`src/rtl/fpfa_pkg.sv`:
```
// fixed partition fit allocator: shared types, codes and defaults
// no dependencies; imported by every module of the block
`default_nettype none

package fpfa_pkg;

   // default sizing of the partition row
   localparam int MAX_BLOCKS_DEF = 16;
   localparam int SIZE_BITS_DEF  = 16;

   // fixed field widths of the request and result items
   localparam int ENTRY_INDEX_BITS = 4;
   localparam int SIZE_VALUE_BITS  = 16;
   localparam int BLOCK_INDEX_BITS = 4;
   localparam int FIT_MODE_BITS    = 2;
   localparam int BLOCK_COUNT_BITS = 5;

   // configuration bus
   localparam int CSR_DATA_BITS = 32;
   localparam int CSR_ADDR_BITS = 3;

   // register indices
   localparam logic REG_FIT_MODE    = 1'b0;
   localparam logic REG_BLOCK_COUNT = 1'b1;

   // register reset values
   localparam logic [FIT_MODE_BITS-1:0]    FIT_MODE_RESET    = 2'd0;
   localparam logic [BLOCK_COUNT_BITS-1:0] BLOCK_COUNT_RESET = 5'd16;

   // fit modes, unused code behaves as first fit
   localparam logic [FIT_MODE_BITS-1:0] FIT_FIRST = 2'd0;
   localparam logic [FIT_MODE_BITS-1:0] FIT_BEST  = 2'd1;
   localparam logic [FIT_MODE_BITS-1:0] FIT_WORST = 2'd2;

   // request function codes
   localparam logic FUNC_LOAD  = 1'b0;
   localparam logic FUNC_ALLOC = 1'b1;

   // request payload
   typedef struct packed {
      logic                        func;
      logic [ENTRY_INDEX_BITS-1:0] entry_index;
      logic [SIZE_VALUE_BITS-1:0]  size_value;
      logic                        last_in_run;
   } req_type;

   // result payload
   typedef struct packed {
      logic                        granted;
      logic [BLOCK_INDEX_BITS-1:0] block_index;
   } rsp_type;

   // used-mark update broadcast to every cell
   typedef struct packed {
      logic set;
      logic clear;
   } commit_type;

   // partition load broadcast to every cell
   typedef struct packed {
      logic                        enable;
      logic [ENTRY_INDEX_BITS-1:0] index;
      logic [SIZE_VALUE_BITS-1:0]  size;
   } load_type;

endpackage

`default_nettype wire

```
`src/rtl/fpfa_csr.sv`:
```
// configuration registers: fit mode and partition count behind an apb-style port
// depends on fpfa_pkg
`default_nettype none

module fpfa_csr
   import fpfa_pkg::*;
(
   input  wire logic                        clock,
   input  wire logic                        reset,
   input  wire logic                        psel,
   input  wire logic                        penable,
   input  wire logic                        pwrite,
   input  wire logic [CSR_ADDR_BITS-1:0]    paddr,
   input  wire logic [CSR_DATA_BITS-1:0]    pwdata,
   output logic      [CSR_DATA_BITS-1:0]    prdata,
   output logic                             pready,
   output logic      [FIT_MODE_BITS-1:0]    fit_mode,
   output logic      [BLOCK_COUNT_BITS-1:0] block_count
);

   logic [FIT_MODE_BITS-1:0]    fit_mode_ff, fit_mode_in;
   logic [BLOCK_COUNT_BITS-1:0] block_count_ff, block_count_in;
   logic                        wr_en;
   logic                        reg_sel;

   assign pready  = 1'b1;
   assign reg_sel = paddr[2];
   assign wr_en   = psel & penable & pwrite;

   // register write decode
   always_comb begin
      fit_mode_in    = fit_mode_ff;
      block_count_in = block_count_ff;
      if (wr_en) begin
         case (reg_sel)
            REG_FIT_MODE:    fit_mode_in    = pwdata[FIT_MODE_BITS-1:0];
            REG_BLOCK_COUNT: block_count_in = pwdata[BLOCK_COUNT_BITS-1:0];
            default:         fit_mode_in    = fit_mode_ff;
         endcase
      end
   end

   always_ff @(posedge clock) begin
      if (reset) begin
         fit_mode_ff    <= FIT_MODE_RESET;
         block_count_ff <= BLOCK_COUNT_RESET;
      end else begin
         fit_mode_ff    <= fit_mode_in;
         block_count_ff <= block_count_in;
      end
   end

   // read mux
   always_comb begin
      case (reg_sel)
         REG_FIT_MODE:    prdata = CSR_DATA_BITS'(fit_mode_ff);
         REG_BLOCK_COUNT: prdata = CSR_DATA_BITS'(block_count_ff);
         default:         prdata = '0;
      endcase
   end

   assign fit_mode    = fit_mode_ff;
   assign block_count = block_count_ff;

endmodule

`default_nettype wire

```
`src/rtl/fpfa_cell.sv`:
```
// one partition cell: holds size and used mark, scores the passing request
// and hands the best candidate so far to the next cell; depends on fpfa_pkg
`default_nettype none

module fpfa_cell
   import fpfa_pkg::*;
#(
   parameter int MAX_BLOCKS = MAX_BLOCKS_DEF,
   parameter int SIZE_BITS  = SIZE_BITS_DEF,
   parameter int CELL_INDEX = 0,
   localparam int IDX_BITS  = (MAX_BLOCKS > 1) ? $clog2(MAX_BLOCKS) : 1
)(
   input  wire logic                        clock,
   input  wire logic                        reset,
   input  wire logic [FIT_MODE_BITS-1:0]    fit_mode,
   input  wire logic [BLOCK_COUNT_BITS-1:0] block_count,
   input  wire load_type                    load,
   input  wire commit_type                  commit,
   input  wire logic [IDX_BITS-1:0]         commit_pick,
   input  wire logic                        in_valid,
   input  wire logic                        in_found,
   input  wire logic [IDX_BITS-1:0]         in_pick,
   input  wire logic [SIZE_BITS-1:0]        in_best,
   input  wire logic [SIZE_BITS-1:0]        in_req,
   output logic                             out_valid,
   output logic                             out_found,
   output logic      [IDX_BITS-1:0]         out_pick,
   output logic      [SIZE_BITS-1:0]        out_best,
   output logic      [SIZE_BITS-1:0]        out_req,
   output logic                             used
);

   localparam logic [IDX_BITS-1:0] MY_INDEX = IDX_BITS'(CELL_INDEX);

   logic [SIZE_BITS-1:0] size_ff, size_in;
   logic                 used_ff, used_in;
   logic                 valid_ff, valid_in;
   logic                 found_ff, found_in;
   logic [IDX_BITS-1:0]  pick_ff, pick_in;
   logic [SIZE_BITS-1:0] best_ff, best_in;
   logic [SIZE_BITS-1:0] req_ff, req_in;
   logic                 in_range;
   logic                 eligible;
   logic                 take;

   // partition size store, written by a load addressed to this cell
   always_comb begin
      size_in = size_ff;
      if (load.enable && (32'(load.index) == 32'(CELL_INDEX)))
         size_in = SIZE_BITS'(load.size);
   end

   // used mark: set on grant to this cell, end-of-run clear wins
   always_comb begin
      used_in = used_ff;
      if (commit.set && (commit_pick == MY_INDEX))
         used_in = 1'b1;
      if (commit.clear)
         used_in = 1'b0;
   end

   // candidate scoring, strict compares keep the lowest index on ties
   assign in_range = (32'(block_count) > 32'(CELL_INDEX));
   assign eligible = in_range && !used_ff && (size_ff >= in_req);
   assign take     = eligible && (!in_found
                     || ((fit_mode == FIT_BEST)  && (size_ff < in_best))
                     || ((fit_mode == FIT_WORST) && (size_ff > in_best)));

   always_comb begin
      valid_in = in_valid;
      found_in = in_found | eligible;
      pick_in  = take ? MY_INDEX : in_pick;
      best_in  = take ? size_ff  : in_best;
      req_in   = in_req;
   end

   // control state
   always_ff @(posedge clock) begin
      if (reset) begin
         used_ff  <= 1'b0;
         valid_ff <= 1'b0;
      end else begin
         used_ff  <= used_in;
         valid_ff <= valid_in;
      end
   end

   // payload towards the next cell
   always_ff @(posedge clock) begin
      size_ff  <= size_in;
      found_ff <= found_in;
      pick_ff  <= pick_in;
      best_ff  <= best_in;
      req_ff   <= req_in;
   end

   assign out_valid = valid_ff;
   assign out_found = found_ff;
   assign out_pick  = pick_ff;
   assign out_best  = best_ff;
   assign out_req   = req_ff;
   assign used      = used_ff;

endmodule

`default_nettype wire

```
`src/rtl/fixed_partition_fit_allocator.sv`:
```
// fixed partition fit allocator: a request walks a row of MAX_BLOCKS cells,
// one cell per cycle; the result strobe passes the request register, then every cell of the row
// busy holds during the walk, so a new allocation is taken only after the last result
// loads are taken back to back while idle and give no result; results cannot be stalled
// synchronous reset frees every partition and restores the registers;
// partition sizes stay undefined until loaded
`default_nettype none

module fixed_partition_fit_allocator
   import fpfa_pkg::*;
#(
   parameter int MAX_BLOCKS = MAX_BLOCKS_DEF,
   parameter int SIZE_BITS  = SIZE_BITS_DEF
)(
   input  wire logic                     clock,
   input  wire logic                     reset,
   // request channel
   input  wire logic                     start,
   input  wire req_type                  req_data,
   output logic                          busy,
   // result channel
   output logic                          rsp_valid,
   output rsp_type                       rsp_data,
   // configuration port
   input  wire logic                     psel,
   input  wire logic                     penable,
   input  wire logic                     pwrite,
   input  wire logic [CSR_ADDR_BITS-1:0] paddr,
   input  wire logic [CSR_DATA_BITS-1:0] pwdata,
   output logic      [CSR_DATA_BITS-1:0] prdata,
   output logic                          pready
);

   localparam int IDX_BITS = (MAX_BLOCKS > 1) ? $clog2(MAX_BLOCKS) : 1;

   logic [FIT_MODE_BITS-1:0]    fit_mode;
   logic [BLOCK_COUNT_BITS-1:0] block_count;

   logic                 accept;
   logic                 start_ff, start_in;
   logic                 last_ff, last_in;
   logic [SIZE_BITS-1:0] req_size_ff, req_size_in;
   load_type             load;
   commit_type           commit;

   // links of the cell row, link 0 fed from the request registers
   logic                 link_valid [0:MAX_BLOCKS];
   logic                 link_found [0:MAX_BLOCKS];
   logic [IDX_BITS-1:0]  link_pick  [0:MAX_BLOCKS];
   logic [SIZE_BITS-1:0] link_best  [0:MAX_BLOCKS];
   logic [SIZE_BITS-1:0] link_req   [0:MAX_BLOCKS];
   logic [MAX_BLOCKS-1:0] cell_valid;
   logic [MAX_BLOCKS-1:0] used_vec;

   fpfa_csr u_csr (
      .clock       (clock),
      .reset       (reset),
      .psel        (psel),
      .penable     (penable),
      .pwrite      (pwrite),
      .paddr       (paddr),
      .pwdata      (pwdata),
      .prdata      (prdata),
      .pready      (pready),
      .fit_mode    (fit_mode),
      .block_count (block_count)
   );

   // request acceptance
   assign accept = start && !busy;
   assign busy   = start_ff || (|cell_valid);

   always_comb begin
      load.enable = accept && (req_data.func == FUNC_LOAD);
      load.index  = req_data.entry_index;
      load.size   = req_data.size_value;
   end

   always_comb begin
      start_in    = accept && (req_data.func == FUNC_ALLOC);
      last_in     = last_ff;
      req_size_in = req_size_ff;
      if (start_in) begin
         last_in     = req_data.last_in_run;
         req_size_in = SIZE_BITS'(req_data.size_value);
      end
   end

   always_ff @(posedge clock) begin
      if (reset)
         start_ff <= 1'b0;
      else
         start_ff <= start_in;
   end

   always_ff @(posedge clock) begin
      last_ff     <= last_in;
      req_size_ff <= req_size_in;
   end

   assign link_valid[0] = start_ff;
   assign link_found[0] = 1'b0;
   assign link_pick[0]  = '0;
   assign link_best[0]  = '0;
   assign link_req[0]   = req_size_ff;

   // row of partition cells
   for (genvar g = 0; g < MAX_BLOCKS; g++) begin : g_cell
      fpfa_cell #(
         .MAX_BLOCKS (MAX_BLOCKS),
         .SIZE_BITS  (SIZE_BITS),
         .CELL_INDEX (g)
      ) u_cell (
         .clock       (clock),
         .reset       (reset),
         .fit_mode    (fit_mode),
         .block_count (block_count),
         .load        (load),
         .commit      (commit),
         .commit_pick (link_pick[MAX_BLOCKS]),
         .in_valid    (link_valid[g]),
         .in_found    (link_found[g]),
         .in_pick     (link_pick[g]),
         .in_best     (link_best[g]),
         .in_req      (link_req[g]),
         .out_valid   (link_valid[g+1]),
         .out_found   (link_found[g+1]),
         .out_pick    (link_pick[g+1]),
         .out_best    (link_best[g+1]),
         .out_req     (link_req[g+1]),
         .used        (used_vec[g])
      );
      assign cell_valid[g] = link_valid[g+1];
   end

   // result from the end of the row, and the used-mark update it causes
   assign rsp_valid = link_valid[MAX_BLOCKS];

   always_comb begin
      rsp_data.granted     = link_found[MAX_BLOCKS];
      rsp_data.block_index = link_found[MAX_BLOCKS]
                             ? BLOCK_INDEX_BITS'(link_pick[MAX_BLOCKS]) : '0;
      commit.set           = rsp_valid && link_found[MAX_BLOCKS];
      commit.clear         = rsp_valid && last_ff;
   end

`ifndef SYNTH
   // only one request walks the row at a time
   a_single_walk: assert property (@(posedge clock) disable iff (reset)
      $onehot0({start_ff, cell_valid}))
      else $error("more than one request in the cell row");

   // an accepted allocation holds busy until its result
   a_busy_after_alloc: assert property (@(posedge clock) disable iff (reset)
      (accept && (req_data.func == FUNC_ALLOC)) |=> busy)
      else $error("busy not raised after allocation request");

   // a refused request reports index zero
   a_refusal_index: assert property (@(posedge clock) disable iff (reset)
      (rsp_valid && !rsp_data.granted) |-> (rsp_data.block_index == '0))
      else $error("refused request with non-zero index");

   // end of run frees every partition
   a_run_clear: assert property (@(posedge clock) disable iff (reset)
      (rsp_valid && last_ff) |=> (used_vec == '0))
      else $error("used marks survive end of run");

   // a grant marks its partition used
   a_grant_marks: assert property (@(posedge clock) disable iff (reset)
      (rsp_valid && rsp_data.granted && !last_ff) |=> (used_vec != '0))
      else $error("granted partition not marked used");
`endif

endmodule

`default_nettype wire

```
`config.mk`:
```
export PLATFORM = sky130hd
export DESIGN_NAME = fixed_partition_fit_allocator
export DESIGN_NICKNAME = d
export VERILOG_FILES = /design/src/rtl/fpfa_pkg.sv /design/src/rtl/fpfa_csr.sv /design/src/rtl/fpfa_cell.sv /design/src/rtl/fixed_partition_fit_allocator.sv
export SDC_FILE = /design/constraint.sdc
export NUM_CORES = 1
export LEC_CHECK = 0
export BUFFER_PORTS_ARGS = -buffer_cell sky130_fd_sc_hd__clkbuf_2
export CAP_MARGIN = 0
export CORE_MARGIN = 4
export CORE_UTILIZATION = 40
export CTS_CLUSTER_DIAMETER = 40
export DETAILED_ROUTE_END_ITERATION = 8
export SKIP_CTS_REPAIR_TIMING = 1
export SLEW_MARGIN = 30
export SYNTH_ARGS = -nofsm -noshare
export SYNTH_HDL_FRONTEND = slang
export SYNTH_HIERARCHICAL = 1
export SYNTH_SLANG_ARGS = --single-unit
```
`constraint.sdc`:
```
create_clock -name clock -period 4.1 [get_ports clock]
set_input_delay 0.41 -clock clock [delete_from_list [all_inputs] [get_ports clock]]
set_output_delay 0.41 -clock clock [all_outputs]
set_load 0.05 [all_outputs]
```
==> results.yml <==
critical_path:
  cpPeakStageDelay_ns: 0.50
  rrSetupSlack_ns: 0.93
  critPathBufInv: 0
  reg2reg_from: "g_cell[9].u_cell/size_ff[2]"
  startpoint: "g_cell[9].u_cell/size_ff[2]"
  critPathKind: "reg2reg"
  crit_arrival_ns: 3.72
  required_ns: 4.65
  path_common_cell: "o21ai_0"
  path_max_fanout: 20
  worstSetupEndpointType: "register"
  path_cells: "ha_1, a211oi_1, o21ai_0, a221oi_1, o21ai_0, a31oi_1, a31o_2, mux2_2"
  crit_slowest_cell: "a31o_2"
  crit_family: "compound AO/OA/AOI/OAI gates"
  startpoint_type: "register"
global_route:
  use_met2_pct: 29.65
  grt_pass1_wl_mm: 133.9
  grt_busiest_layer: "met2"
  grt_pass1_vias: 23827
  grt_usage_pct: 16.67
  grt_overflow_total: 0
  grt_start_max_net_pins: 46
  met1_usage_pct: 20.61
  grt_util_met3_pct: 3.101
  antenna_found_initial: 4
floorplanning:
  dieArea_um2: 102400
  core_um2: 96710
  num_io_pins: 103
  num_rows: 114
  start_util_pct: 40.28
  die_w_um: 320.1
  dieHeight_um: 320.1
drt:
  drc: 0
  drt_iter0_drc: 1158
  vias: 23542
  wl_mm: 85.14
  wl_per_cell_um: 17.39
  vias_per_cell: 4.809
  first_pass_iters: 5
  antenna_left: 0
sta:
  fmaxAchievable_mhz: 315.4
  grt_setup_unrepaired: "no"
  tns_ns: 0
  fin_ws_ns: 0.9299
  fin_hold_ws_ns: 0.04519
  setup_violations: 0
  skew_ns: 0.03097
  hold_viol_final: 0
  final.period_utilization_pct: 77.32
  fin_crit_ns: 3.170
  drv_slew: 0
  tightest_slew_ns: 0.9599
  slew_headroom_pct: 36.00
min_path:
  hold_path_class: "in2reg"
  hold_start: "pwdata[0]"
clocking:
  cts-root-buf: "clkbuf_16"
  cts_buffers: 115
  cts.sinks: 873
  cts_tree: "yes"
  clkTransAtPathRegs_ns: 0.06
  cts_buffer_depth: 3
  clkLatencyLatePin_ns: 0.68
  cts_max_level: 3
status:
  outcome: "completed"
place:
  gp_congestion: 0.7877
  port_buffers: 45
  post-dp-hpwl_mm: 63.31
  pre_cts_slack_ns: 0.8869
final_layout:
  area_delta_synth_final_pct: 15.11
  seq_area_um2: 20210
  multi_input_area_um2: 16400
  final_core_util_pct: 46.37
  n_fill_cell: 8825
  layout.nets: 4087
  drive_above_1_share_pct: 14.28
logic_synthesis:
  yosys_warnings: 6
  syn_area_um2: 38960
  syn_avg_cell_area_um2: 11.74
  synthCells: 3317
pwr:
  p_per_area_nw_per_um2: 498.7
  total_leakage_power_uw: 0.02069
  p_total_uw: 22360
  peakVddDrop_mv: 0.3542
job:
  drv_cap: 0
state kept, by name (all words and copies together), names as in the netlist:
signal and flops:
g_cell.u_cell/size_ff 256, g_cell.u_cell/out_best 240, g_cell.u_cell/out_req 240, g_cell.u_cell/out_pick 64, g_cell.u_cell/out_found 16, g_cell.u_cell/out_valid 16, g_cell.u_cell/used 16, req_size_ff 16
u_csr/block_count 5, u_csr/fit_mode 2, last_ff 1, start_ff 1
final timing paths:
kind	to	depth (start not counted)
min reg2reg	g_cell[6].u_cell/out_req[10]	0
max reg2reg	g_cell[9].u_cell/out_best[9]	8
min	u_csr/block_count[0]	3
max	g_cell[9].u_cell/out_best[9]	8
worst register-to-register path: cells and delay by family, from the launching register on:
kind | cells | cell delay (ns)
AO/OA/AOI/OAI | 6 | 1.90
multiplexers | 1 | 0.42
flip-flops | 1 | 0.42
adder cells (fa/ha/maj) | 1 | 0.32
report_power, final:
group	internal, uW	switching (uW)
Combinational	1010	1130
Clock	6280	4010
Sequential	9530	400
Total	16800	5540
layout make-up:
| class | instances | area share [%] |
|---|---|---|
| sequential | 873 | 45.07 |
| multi-input combinational | 1893 | 36.57 |
| clock buffer | 134 | 7.068 |
| inverter | 551 | 4.612 |
| tap | 1276 | 3.560 |
| clock inverter | 85 | 2.029 |
| timing repair buffer | 78 | 1.066 |
| antenna | 5 | 0.02790 |
metrics by stage:
stage | cells | cell area (um2)
after floorplan | 3379 | 39190
after global placement | 4669 | 40730
after detailed placement | 4669 | 40730
after CTS | 4888 | 44810
after global routing | 4891 | 44830
final | 4895 | 44840
cell usage in the layout (no fill, tap or decap), types with 39 or more instances in the layout:
master       n
nor3_1      42
nand2_1    157
mux2_1      74
a21oi_1    221
conb_1      65
nand4_1     54
and2_1      39
clkbuf_16  123
nand2b_1    61
clkbuf_2    45
ha_1       512
dfxtp_1    600
inv_1      548
o21ai_0     52
edfxtp_1   273
mux2_4     136
nor2_1      72
layer usage:
metal / wire length (um) / vias to the layer above
met5: 0 / -
met2: 42220 / 330
li1: - / 11936
met4: 2352 / 0
met1: 37470 / 11116
met3: 3101 / 160
Power figures use the tool's default switching activity.
